--- src/hw/rtl/arc_pkg.sv ---
`timescale 1ns / 1ps
// ----------------------------------------------------------------------------
// arc_pkg: shared types and constants of the authorization record checker
// Record layout, CRC constants, verdict codes and the front-to-back queue entry.
// ----------------------------------------------------------------------------
package arc_pkg;

   localparam int RECORD_BYTES = 32;
   localparam int POS_W        = $clog2(RECORD_BYTES);
   localparam int QUEUE_DEPTH  = 4;
   localparam int QPTR_W       = $clog2(QUEUE_DEPTH);
   localparam int QCNT_W       = $clog2(QUEUE_DEPTH + 1);

   localparam logic [31:0] CRC_POLY = 32'hEDB88320;
   localparam logic [31:0] CRC_INIT = 32'hFFFFFFFF;

   localparam logic [POS_W-1:0] POS_FIRST    = POS_W'(0);
   localparam logic [POS_W-1:0] POS_VERSION  = POS_W'(4);
   localparam logic [POS_W-1:0] POS_STATE    = POS_W'(5);
   localparam logic [POS_W-1:0] POS_GEN      = POS_W'(8);
   localparam logic [POS_W-1:0] POS_OWN_HIGH = POS_W'(12);
   localparam logic [POS_W-1:0] POS_OWN_LOW  = POS_W'(20);
   localparam logic [POS_W-1:0] POS_CRC      = POS_W'(28);
   localparam logic [POS_W-1:0] POS_LAST     = POS_W'(RECORD_BYTES - 1);

   localparam logic [7:0] MAGIC_0 = 8'h4F;
   localparam logic [7:0] MAGIC_1 = 8'h41;
   localparam logic [7:0] MAGIC_2 = 8'h50;
   localparam logic [7:0] MAGIC_3 = 8'h30;

   localparam logic [7:0] STATE_UNOWNED = 8'd0;
   localparam logic [7:0] STATE_OWNED   = 8'd1;

   localparam logic [2:0] STATUS_OK           = 3'd0;
   localparam logic [2:0] STATUS_BAD_MAGIC    = 3'd1;
   localparam logic [2:0] STATUS_BAD_VERSION  = 3'd2;
   localparam logic [2:0] STATUS_INVALID      = 3'd3;
   localparam logic [2:0] STATUS_CRC_MISMATCH = 3'd4;

   typedef struct packed {
      logic [7:0]       data_byte;
      logic [POS_W-1:0] pos;
   } q_entry_type;

   typedef struct packed {
      logic full;
      logic empty;
   } q_stat_type;

   function automatic logic [31:0] crc_byte(input logic [31:0] acc, input logic [7:0] b);
      logic [31:0] c;
      c = acc ^ {24'd0, b};
      for (int k = 0; k < 8; k++) begin
         c = (c >> 1) ^ (CRC_POLY & {32{c[0]}});
      end
      return c;
   endfunction

   function automatic logic [7:0] magic_at(input logic [1:0] idx);
      logic [7:0] m;
      case (idx)
         2'd0:    m = MAGIC_0;
         2'd1:    m = MAGIC_1;
         2'd2:    m = MAGIC_2;
         default: m = MAGIC_3;
      endcase
      return m;
   endfunction

endpackage

--- src/hw/rtl/arc_if.sv ---


interface arc_rsp_if;
   logic        valid;
   logic        ready;
   logic [2:0]  status;
   logic        is_owned;
   logic [31:0] generation;
   logic [63:0] owner_high;
   logic [63:0] owner_low;

   modport source (output valid, output status, output is_owned, output generation,
                   output owner_high, output owner_low, input ready);
   modport sink   (input valid, input status, input is_owned, input generation,
                   input owner_high, input owner_low, output ready);
endinterface

--- src/hw/rtl/arc_back.sv ---
`timescale 1ns / 1ps
// ----------------------------------------------------------------------------
// arc_back: record processing and verdict
// Runs the CRC, captures fields and registers one verdict per complete record.
// ----------------------------------------------------------------------------
module arc_back import arc_pkg::*; (
   input  logic        clock,
   input  logic        reset,
   input  q_entry_type head,
   input  q_stat_type  q_stat,
   output logic        pop,
   arc_rsp_if.source   rsp_ch
);

   logic [31:0] crc_ff,  crc_in;
   logic        magic_bad_ff, magic_bad_in;
   logic        ver_bad_ff, ver_bad_in;
   logic        rsv_bad_ff, rsv_bad_in;
   logic [7:0]  state_ff, state_in;
   logic [31:0] gen_ff, gen_in;
   logic [63:0] ohi_ff, ohi_in;
   logic [63:0] olo_ff, olo_in;
   logic [31:0] scrc_ff, scrc_in;

   logic        rsp_valid_ff, rsp_valid_in;
   logic [2:0]  status_ff, status_in;
   logic        owned_ff, owned_in;
   logic [31:0] rgen_ff, rgen_in;
   logic [63:0] rhi_ff, rhi_in;
   logic [63:0] rlo_ff, rlo_in;

   logic [7:0]       b;
   logic [POS_W-1:0] pos;
   logic [POS_W-1:0] ohi_off;
   logic [POS_W-1:0] olo_off;
   logic             first;
   logic             owner_nz;
   logic             rec_valid;
   logic             crc_ok;

   assign pop     = !q_stat.empty && (!rsp_valid_ff || rsp_ch.ready);
   assign b       = head.data_byte;
   assign pos     = head.pos;
   assign first   = (pos == POS_FIRST);
   assign ohi_off = pos - POS_OWN_HIGH;
   assign olo_off = pos - POS_OWN_LOW;

   always_comb begin
      // a record restarts from the preset state at byte zero
      crc_in       = first ? CRC_INIT : crc_ff;
      magic_bad_in = first ? 1'b0 : magic_bad_ff;
      ver_bad_in   = first ? 1'b0 : ver_bad_ff;
      rsv_bad_in   = first ? 1'b0 : rsv_bad_ff;
      state_in     = first ? 8'd0 : state_ff;
      gen_in       = first ? 32'd0 : gen_ff;
      ohi_in       = first ? 64'd0 : ohi_ff;
      olo_in       = first ? 64'd0 : olo_ff;
      scrc_in      = first ? 32'd0 : scrc_ff;

      if (pos < POS_CRC) begin
         crc_in = crc_byte(crc_in, b);
      end

      case (pos) inside
         [POS_FIRST:POS_W'(3)]: begin
            if (b != magic_at(pos[1:0])) magic_bad_in = 1'b1;
         end
         POS_VERSION: begin
            if (b != 8'd0) ver_bad_in = 1'b1;
         end
         POS_STATE: begin
            state_in = b;
         end
         [POS_W'(6):POS_W'(7)]: begin
            if (b != 8'd0) rsv_bad_in = 1'b1;
         end
         [POS_GEN:POS_W'(11)]: begin
            gen_in[8*pos[1:0] +: 8] = b;
         end
         [POS_OWN_HIGH:POS_W'(19)]: begin
            ohi_in[8*ohi_off[2:0] +: 8] = b;
         end
         [POS_OWN_LOW:POS_W'(27)]: begin
            olo_in[8*olo_off[2:0] +: 8] = b;
         end
         default: begin
            scrc_in[8*pos[1:0] +: 8] = b;
         end
      endcase

      owner_nz  = (|ohi_in) || (|olo_in);
      rec_valid = (|gen_in) &&
                  ((state_in == STATE_UNOWNED && !owner_nz) ||
                   (state_in == STATE_OWNED && owner_nz));
      crc_ok    = (scrc_in == ~crc_in);

      if (magic_bad_in) begin
         status_in = STATUS_BAD_MAGIC;
      end else if (ver_bad_in) begin
         status_in = STATUS_BAD_VERSION;
      end else if (rsv_bad_in) begin
         status_in = STATUS_INVALID;
      end else if (!crc_ok) begin
         status_in = STATUS_CRC_MISMATCH;
      end else if (!rec_valid) begin
         status_in = STATUS_INVALID;
      end else begin
         status_in = STATUS_OK;
      end

      if (status_in == STATUS_OK) begin
         owned_in = (state_in == STATE_OWNED);
         rgen_in  = gen_in;
         rhi_in   = ohi_in;
         rlo_in   = olo_in;
      end else begin
         owned_in = 1'b0;
         rgen_in  = 32'd0;
         rhi_in   = 64'd0;
         rlo_in   = 64'd0;
      end

      rsp_valid_in = rsp_valid_ff && !rsp_ch.ready;
      if (pop && pos == POS_LAST) begin
         rsp_valid_in = 1'b1;
      end
   end

   always_ff @(posedge clock) begin
      if (pop) begin
         crc_ff       <= crc_in;
         magic_bad_ff <= magic_bad_in;
         ver_bad_ff   <= ver_bad_in;
         rsv_bad_ff   <= rsv_bad_in;
         state_ff     <= state_in;
         gen_ff       <= gen_in;
         ohi_ff       <= ohi_in;
         olo_ff       <= olo_in;
         scrc_ff      <= scrc_in;
      end
      if (pop && pos == POS_LAST) begin
         status_ff <= status_in;
         owned_ff  <= owned_in;
         rgen_ff   <= rgen_in;
         rhi_ff    <= rhi_in;
         rlo_ff    <= rlo_in;
      end
   end

   always_ff @(posedge clock) begin
      if (reset) begin
         rsp_valid_ff <= 1'b0;
      end else begin
         rsp_valid_ff <= rsp_valid_in;
      end
   end

   assign rsp_ch.valid      = rsp_valid_ff;
   assign rsp_ch.status     = status_ff;
   assign rsp_ch.is_owned   = owned_ff;
   assign rsp_ch.generation = rgen_ff;
   assign rsp_ch.owner_high = rhi_ff;
   assign rsp_ch.owner_low  = rlo_ff;

endmodule

--- src/flat_wrapper.sv ---
// flat-port wrapper written by rule: the top's interface ports become plain ports
module arc_back_flat import arc_pkg::*;
  (clock, reset, head, q_stat, pop, rsp_ch_valid, rsp_ch_status, rsp_ch_is_owned, rsp_ch_generation, rsp_ch_owner_high, rsp_ch_owner_low, rsp_ch_ready);
  arc_rsp_if rsp_ch_i ();
  input  logic clock;
  input  logic reset;
  input  q_entry_type head;
  input  q_stat_type q_stat;
  output logic pop;
  output wire logic [$bits(rsp_ch_i.valid)-1:0] rsp_ch_valid;
  output wire logic [$bits(rsp_ch_i.status)-1:0] rsp_ch_status;
  output wire logic [$bits(rsp_ch_i.is_owned)-1:0] rsp_ch_is_owned;
  output wire logic [$bits(rsp_ch_i.generation)-1:0] rsp_ch_generation;
  output wire logic [$bits(rsp_ch_i.owner_high)-1:0] rsp_ch_owner_high;
  output wire logic [$bits(rsp_ch_i.owner_low)-1:0] rsp_ch_owner_low;
  input wire logic [$bits(rsp_ch_i.ready)-1:0] rsp_ch_ready;
  assign rsp_ch_valid = rsp_ch_i.valid;
  assign rsp_ch_status = rsp_ch_i.status;
  assign rsp_ch_is_owned = rsp_ch_i.is_owned;
  assign rsp_ch_generation = rsp_ch_i.generation;
  assign rsp_ch_owner_high = rsp_ch_i.owner_high;
  assign rsp_ch_owner_low = rsp_ch_i.owner_low;
  assign rsp_ch_i.ready = rsp_ch_ready;
  arc_back u_core (.clock(clock), .reset(reset), .head(head), .q_stat(q_stat), .pop(pop), .rsp_ch(rsp_ch_i));
endmodule
--- config.mk ---
export PLATFORM = sky130hd
export DESIGN_NAME = arc_back_flat
export DESIGN_NICKNAME = d
export VERILOG_FILES = /design/src/hw/rtl/arc_pkg.sv /design/src/hw/rtl/arc_if.sv /design/src/hw/rtl/arc_back.sv /design/src/flat_wrapper.sv
export SDC_FILE = /design/constraint.sdc
export NUM_CORES = 1
export LEC_CHECK = 0
export ABC_AREA = 1
export BUFFER_PORTS_ARGS = -buffer_cell sky130_fd_sc_hd__buf_2
export CELL_PAD_IN_SITES_DETAIL_PLACEMENT = 0
export CELL_PAD_IN_SITES_GLOBAL_PLACEMENT = 1
export CORE_MARGIN = 2
export CORE_UTILIZATION = 49
export CTS_BUF_LIST = sky130_fd_sc_hd__clkbuf_4 sky130_fd_sc_hd__clkbuf_8 sky130_fd_sc_hd__clkbuf_16
export CTS_CLUSTER_SIZE = 10
export DETAILED_ROUTE_END_ITERATION = 8
export HOLD_SLACK_MARGIN = 0.15
export PLACE_DENSITY_LB_ADDON = 0.1
export SLEW_MARGIN = 15
export SYNTH_ARGS = -nofsm -noshare
export SYNTH_HDL_FRONTEND = slang
export SYNTH_SLANG_ARGS = --single-unit
--- constraint.sdc ---
create_clock -name clock -period 50.8 [get_ports clock]
set_input_delay 7.62 -clock clock [delete_from_list [all_inputs] [get_ports clock]]
set_output_delay 7.62 -clock clock [all_outputs]
set_load 0.03 [all_outputs]
Yosys cells after proc, flatten, opt, wreduce, memory -nomap -nowiden --
Index checks and enable logic that the tools add are counted.
Word-level totals: word-level logic and storage cells 141, bits of input ports 18, flip-flop bits (word level) 400
Operators by class: shift-type cells 6, bitwise gates (word level) 10, equality and inequality tests 8, magnitude comparators 11, mux-type cells 60, add/subtract/negate cells 5, reduce and logical (&&, ||, !) cells 26
Operators by type and width (number):
- $mux W64 | 15
- $mux W32 | 16
- $xor A31 B32 Y32 | 8
- $bwmux W64 | 2
- $reduce_or A64 Y1 | 2
- $shift A8 B34 Y64 const A | 2
- $shiftx A8 B34 Y64 | 2
- $neg A6 Y34 | 2
- $bwmux W32 | 2
- $mux W8 | 5
- $neg A5 Y34 | 1
- $shift A8 B34 Y32 const A | 1
- $shiftx A8 B34 Y32 | 1
- $eq A32 B32 Y1 | 1
- $not A32 Y32 | 1
- $reduce_or A32 Y1 | 1
- $xor A32 B8 Y32 | 1
- $pmux W7 S3 | 1
- $mux W1 | 14
- $mux W3 | 4
- $logic_and A1 B1 Y1 | 11
- $eq A5 B3 Y1 const B | 2
- $ge A5 B4 Y1 const B | 2
- $le A5 B5 Y1 const B | 2
- 21 further kinds | 27

Depth between registers and ports, before layout --
word-level depth 23, mapped depth 30, mapped depth without buffers 26

Least setup slack after synthesis --
No wires, ideal clock.
kind input-to-output, start point input port q_stat[0] (netlist bit), end point output port pop, path buffers 0, path slack 23.821 ns, data required time 43.180 ns, arrival time 19.359 ns, stages on the path 1, path through a21oi_1
Between the ends: cells in the longest elaborated chain, start to end 2
Ends and longest elaborated chain:
- start, declared | line flat_wrapper.sv:8 | input q_stat_type q_stat;
- $logic_not A1 Y1 | line arc_back.sv:41 | assign pop = !q_stat.empty && (!rsp_valid_ff || rsp_ch.ready);
- $logic_and A1 B1 Y1 | line arc_back.sv:41
- end, declared | line flat_wrapper.sv:9 | output logic pop;
Every way passes these cells.

Worst setup path in the final report --
start point input port rsp_ch_ready, end point output port pop
Between the ends: cells in the longest elaborated chain, start to end 2
Ends and longest elaborated chain:
- start, declared | line flat_wrapper.sv:16 | input wire logic [$bits(rsp_ch_i.ready)-1:0] rsp_ch_ready;
- $logic_or A1 B1 Y1 | line arc_back.sv:41
- $logic_and A1 B1 Y1 | line arc_back.sv:41
Every way passes these cells.

==> impl_metrics.toml <==
[run_status]
status = "completed"

[setup_path]
cpPeakStageDelay_ns = 0.35
crit_chain = "buf_2 > inv_1 > a21oi_4 > buf_2"
critPathKind = "primary input to output port"
crit_buf_inv = 3
critical_path.top_delay_family = "buffers and inverters"
end_kind = "output port"
crit_top_cell = "buf_2"
crit_fanout = 3
required_ns = 43.18
slowest_stage = "a21oi_4"
cp.arrival_ns = 8.39
critPathLaunchType = "primary input"

[placed_design]
dp_hpwl_um = 42700
port_buffers = 182
routabilityCongestion = 0.902

[global_routing]
grt_first_pass_wirelength_um = 93400
grt_max_degree = 114
gr-usage-all-layers = 0.272
overflow = 0
antenna_found_initial = 5
grt_pass1_vias = 16300

[routing]
final_antenna_net_count = 0
routed-via-count = 17500
drc_errors = 0
drt_iter0_drc = 1694
wl_per_cell_um = 18.4
wirelength_um = 61000
viasPerCell = 5.30
firstDrtPassIters = 5

[clocking]
cts_tree = "built"
cts_buffer_depth = 3
ctsResizeCount = 0
h-tree-depth = 2
cts_setup_buffers = 0
clock_latency_ns = 0.59
cts_buffers = 48
clk_pin_slew_ns = 0.05
cts_sinks = 400
root_buffer = "clkbuf_16"
holdBufCountCts = 0

[synthesis]
synth_ff_type = "edfxtp_1"
yosysSeqAreaShare = 0.566
postSynthCellCount = 2551
ys_warn_count = 0
synthTopCellsByArea = "edfxtp_1 56%, nand2_1 14%, nor2_1 6.8%, inv_1 6.0%, nand3_1 4.6%"
yosysTopAreaCell = "edfxtp_1"
yosysMostFrequentCell = "nand2_1"
synth_edf_count = 399
synthesis.area_mm2 = 0.0212
synth_top_area_share = 0.565
synth_async_sr_flop_share = 0
ys_ff_latch = 400
syn_nets = 2583
yosys-top-cells-count = "802 x nand2_1, 399 x edfxtp_1, 383 x nor2_1"
yosys.cell_types.count = 42
syn_area_per_cell_um2 = 8.32

[hold_path]
worstHoldPathType = "flip-flop to flip-flop"

[timing]
tightest_slew_ns = 1.05
hold_viol_final = 0
fin_worst_skew_ns = 0.0299
fin_tns_setup_ns = 0
slew_headroom = 0.292
rsz0062_at_grt = "no"
timing.fmax_ghz = 0.0625
finalSetupViolations = 0
fin_crit_ns = 16.01
post-route-period-util = 0.315
slew_violations = 0

[final_layout]
fin_nets = 2736
drive_gt1_frac = 0.110
syn_to_final_growth_pct = 12.6
n_fill_cell = 4017

[pwr]
power_mw = 0.871
p_leak_nw = 11.7
vdd_ir_drop_max_v = 0.0000260
powerDensity_mw_per_mm2 = 36.5

[floorplanning]
io_pins = 184
fp-row-count = 76
die_x_um = 212
fp.dieH_um = 212
dieArea_mm2 = 0.0450
initial_core_util = 0.495
core-area_mm2 = 0.0429

[run]
drv_cap = 0
area by class of cell:
| class | count | area (um^2) | area share |
|---|---|---|---|
| Multi-Input combinational cell | 1704 | 7440 | 0.312 |
| Timing Repair Buffer | 193 | 997 | 0.0417 |
| Clock buffer | 59 | 1310 | 0.0550 |
| Clock inverter | 8 | 48.8 | 0.00204 |
| Antenna cell | 3 | 7.51 | 0.000314 |
| Tap cell | 585 | 732 | 0.0306 |
| Sequential cell | 400 | 12000 | 0.502 |
| Inverter | 357 | 1350 | 0.0563 |
power by group:
| group | internal [mW] | switching [mW] |
|---|---|---|
| clock | 0.180 | 0.130 |
| combinational | 0.0460 | 0.121 |
| sequential | 0.388 | 0.00521 |
tightest hold or removal path, stage by stage (launching register included):
cell	delay, ns
dfxtp_1	0.34
nand2_1	0.07
a21oi_1	0.05
registers in the layout, summed over array words and instances, names as in the netlist:
register / count
u_core.rsp_ch.owner_low: 64
u_core.state_ff: 8
u_core.scrc_ff: 32
u_core.crc_ff: 32
u_core.rsp_ch.status: 3
u_core.rsp_ch.valid: 1
u_core.gen_ff: 32
u_core.rsp_ch.owner_high: 64
u_core.magic_bad_ff: 1
u_core.rsp_ch.is_owned: 1
u_core.rsv_bad_ff: 1
u_core.ohi_ff: 64
u_core.olo_ff: 64
u_core.rsp_ch.generation: 32
u_core.ver_bad_ff: 1
metrics by stage:
stage | hold WS, ns | utilization | cells | worst slack (ns) | cell area [um^2]
after CTS | 0.511 | 0.557 | 3306 | 34.80 | 23900
final | 0.508 | 0.557 | 3309 | 34.79 | 23900
after detailed placement | 0.504 | 0.525 | 3239 | 34.80 | 22500
after floorplan | 0.509 | - | 2551 | 23.82 | 21200
after global placement | 0.492 | 0.525 | 3239 | 34.80 | 22500
after global routing | 0.543 | 0.557 | 3307 | 34.79 | 23900
path summary, 6_finish.rpt:
kind	cells past startpoint	startpoint	slack, ns	endpoint
min	2	u_core.rsp_ch.valid	0.51	u_core.rsp_ch.valid
min reg2reg	2	u_core.rsp_ch.valid	0.51	u_core.rsp_ch.valid
max reg2reg	19	u_core.crc_ff[1]	46.14	u_core.rsp_ch.is_owned
max	4	rsp_ch_ready	34.79	pop
routing by layer:
layer  global-route usage  up-vias  share of wire
met5                    0        -        0.00054
met4               0.0748        4          0.022
met3               0.0350       99          0.071
met2                0.409      666           0.43
met1                0.415     8221           0.48
li1                     -     8535              -
cells in the final DEF, fill, tap and decap left out, types with 18 or more instances in the layout:
cell and instances:
nand3_1 195, o21a_1 21, edfxtp_1 399, nand2_1 801, nand4_1 18, a21oi_1 41
buf_2 182, clkbuf_16 49, inv_1 339, o21ai_1 40, nor2_1 383, o21ai_0 76
nor3_1 32
cell families after synthesis:
family | Yosys count | synth area share
buf+inv | 447 | 0.0858
fa+ha+maj | 14 | 0.00825
compound gates | 212 | 0.0563
flops | 400 | 0.566
simple gates | 1471 | 0.281
xor+xnor | 7 | 0.00289
Power figures use the tool's default switching activity.
